==> src/rtl/safc_ram.sv <==
// ----------------------------------------------------------------------------
// safc_ram
// Generic single-port-write, single-port-read RAM with registered read data.
// ----------------------------------------------------------------------------
module safc_ram #(
    parameter int WIDTH  = 8,
    parameter int DEPTH  = 16,
    parameter int ADDR_W = (DEPTH > 1) ? $clog2(DEPTH) : 1
) (
    input  logic              clk,
    input  logic              we,
    input  logic [ADDR_W-1:0] waddr,
    input  logic [WIDTH-1:0]  wdata,
    input  logic              re,
    input  logic [ADDR_W-1:0] raddr,
    output logic [WIDTH-1:0]  rdata
);

    logic [WIDTH-1:0] mem [DEPTH];

    // Write port
    always_ff @(posedge clk)
    begin
        if (we)
        begin
            mem[waddr] <= wdata;
        end
    end

    // Registered read, held while no read is issued
    always_ff @(posedge clk)
    begin
        if (re)
        begin
            rdata <= mem[raddr];
        end
    end

endmodule

==> config.mk <==
export PLATFORM = sky130hd
export DESIGN_NAME = safc_ram
export DESIGN_NICKNAME = d
export VERILOG_FILES = /design/src/rtl/safc_ram.sv
export SDC_FILE = /design/constraint.sdc
export NUM_CORES = 1
export LEC_CHECK = 0
export ABC_AREA = 1
export BUFFER_PORTS_ARGS = -buffer_cell sky130_fd_sc_hd__buf_2
export CAP_MARGIN = 25
export CORE_ASPECT_RATIO = 0.75
export CORE_MARGIN = 3
export CORE_UTILIZATION = 50
export CTS_BUF_LIST = sky130_fd_sc_hd__clkbuf_8
export DETAILED_ROUTE_END_ITERATION = 10
export PLACE_DENSITY = 0.67
export RECOVER_POWER = 100
export SLEW_MARGIN = 20
export SYNTH_ARGS = -nofsm -noshare
export SYNTH_HDL_FRONTEND = slang
export SYNTH_SLANG_ARGS = --single-unit
==> constraint.sdc <==
create_clock -name clk -period 1.2 [get_ports clk]
set_clock_uncertainty 0.1 [all_clocks]
set_input_delay 0.06 -clock clk [delete_from_list [all_inputs] [get_ports clk]]
set_output_delay 0.06 -clock clk [all_outputs]
set_load 0.05 [all_outputs]
==> impl_metrics.yaml <==
power:
  seq_power_share_pct: 53.6
  power_switching_mw: 2.411
  p_comb_share_pct: 8.6
  intPower_mw: 7.634
  switching_share_pct: 24.00
  p_per_area_nw_per_um2: 1456
  clockPowerShare_pct: 37.9
  ir_drop_v: 0.0008688
  p_leak_nw: 2.938
clock_tree:
  cts_setup_buffers: 0
  numCtsBuffers: 17
  root_buffer: "clkbuf_8"
  cts_tree: "built"
  clk_pin_slew_ns: 0.08
  cts.htree.levels: 4
  clock_sinks: 136
  clock_latency_ns: 0.46
  cts_max_path_buffers: 2
synthesis:
  synth.net_count: 570
  ys_types: 11
  syn_inst: 551
  avgSynthCellArea_sq_um: 10.61
  ys_ff_latch: 136
  ys_seq_area_share_pct: 69.85
  yosysWarnings: 0
  synth_area_sq_um: 5847
worst_setup_path:
  critPathCaptureType: "output port"
  cpMaxStageDelayCell: "edfxtp_1"
  cp_max_fo: 1
  r2r_setup_slack_ns: 0
  crit_arrival_ns: 1.07
  timing.critical_path.buf_inv: 1
  crit_family: "flip-flops"
  start_kind: "register"
  crit_type: "reg2out"
  slowest_delay_ns: 0.44
  cp_cell_sequence: "buf_6"
  crit_required_ns: 1.04
placed_design:
  dpl_worst_slack_ns: -0.1700
  gp_congestion: 0.8775
  place_inst: 720
  dpl.hpwl_microns: 8955
  port_buffers: 26
global_route:
  antenna_found_initial: 0
  overflow: 0
  grt_pass1_wl_microns: 21020
  grt_pass1_vias: 3732
  grt_max_degree: 65
  grt_util_all_layers_pct: 22.32
timing:
  setup_viol: 4
  rsz0062_at_grt: "true"
  fin_hold_ws_ns: 0.1489
  tns_ns: -0.05082
  worstMarginPinSlew_ns: 0.6650
  slew_headroom_pct: 55.60
  fin_crit_sh_pct: 102.1
  fmax_ghz: 0.8161
  maxSlewViolCount: 0
  period_needed_ns: 1.225
  hold_violations: 0
  setup_slack_ns: -0.02539
finish:
  area_growth_pct: 18.02
  drive_above_1_share_pct: 16.72
  final_core_util_pct: 61.90
  nNetsFinal: 628
  layout_common_cells: "nand2_1, edfxtp_1, inv_1"
  mostFrequentLayoutCell: "nand2_1"
  fill_cells: 936
  diodes: 0
  instances_no_fill: 762
drt:
  drt_iter0_markers: 422
  detail_route.wl_per_cell_microns: 18.28
  totalWireLength_microns: 13930
  dr.pass1.iters: 5
  drc_errors: 0
  routed_via_density: 5.264
  ant_nets: 0
  vias: 4011
run:
  drv_cap: 0
die:
  start_util_pct: 52.45
  rows: 33
  core-area_sq_um: 11150
  die_w_microns: 130.9
  dieArea_sq_um: 13040
  ios: 27
  die_h_microns: 99.65
status:
  outcome: "complete, but fails checks"
  violations: "setup timing"
hold_path:
  holdCritPathClass: "in2reg"
[Yosys cell counts (all sizes together)]
library cell,n,area [sq um]
nand3,97,485.5
buf,24,166.4
nor2,17,63.81
edfxtp,136,4084
nand3b,2,15.01
inv,102,382.9
nand2,173,649.4
[layout make-up]
| type | instances | area (sq um) | area share [%] |
|---|---|---|---|
| inverter | 102 | 382.9 | 5.548 |
| sequential | 136 | 4084 | 59.18 |
| multi-input combinational | 289 | 1386 | 20.09 |
| timing repair buffer | 63 | 476.7 | 6.908 |
| clock inverter | 15 | 161.4 | 2.339 |
| clock buffer | 17 | 234.0 | 3.391 |
| tap | 140 | 175.2 | 2.539 |
[metrics by stage]
| step | area [sq um] | total power, mW |
|---|---|---|
| floorplan | 5847 | 5.931 |
| global placement | 6251 | 6.222 |
| detailed placement | 6251 | 6.242 |
| CTS | 6828 | 10.00 |
| global route | 6900 | 10.35 |
| finish | 6900 | 10.05 |
[repair_timing]
item	4_1_cts	5_1_grt
hold buffers	10	0
gates cloned	0	0
pin swaps	1	22
endpoints found under the setup margin	12	16
gates resized for setup	20	38
endpoints found under the hold margin	144	0
[cells by family after synthesis]
kind of cell,count (synthesis),synth area share [%]
DFF,136,69.85
buffers and inverters,126,9.394
and+or+nand+nor,289,20.76
[per-layer routing]
| layer | part of all wire (%) | global-route usage (%) | wire length (microns) |
|---|---|---|---|
| met3 | 8.7 | 6.710 | 1207 |
| met5 | 0 | 0 | 0 |
| met2 | 43 | 29.91 | 5926 |
| met1 | 47 | 34.87 | 6608 |
| met4 | 1.3 | 6.957 | 187 |
[power groups by stage]
stage          clock network (mW)  registers [mW]  logic [mW]
2_1_floorplan                   0            5.56       0.375
3_3_place_gp                    0            5.48       0.743
3_5_place_dp                    0            5.48       0.761
4_1_cts                      3.81            5.38       0.819
5_1_grt                      4.02            5.39       0.934
6_report                     3.80            5.38       0.860
[worst register-to-register path, stage by stage, from the launching register on]
cell,delay (ns)
edfxtp_1,0.38
inv_1,0.06
nand2_1,0.06
nand3_2,0.10
nand3_1,0.11
nand3_2,0.10
nand2_2,0.06
[path summary, 6_finish.rpt]
check        cells past startpoint                 end            startpoint
max                              1            rdata[7]    rdata[7]$_DFFE_PP_
min                              5  rdata[2]$_DFFE_PP_              raddr[2]
max reg2reg                      6  rdata[0]$_DFFE_PP_  mem[13][0]$_DFFE_PP_
min reg2reg                      6  rdata[4]$_DFFE_PP_  mem[14][4]$_DFFE_PP_
[registers in the layout, indices dropped and copies added (netlist names)]
register / flops
rdata: 8
mem: 128
(Power assumes the default switching activity.)
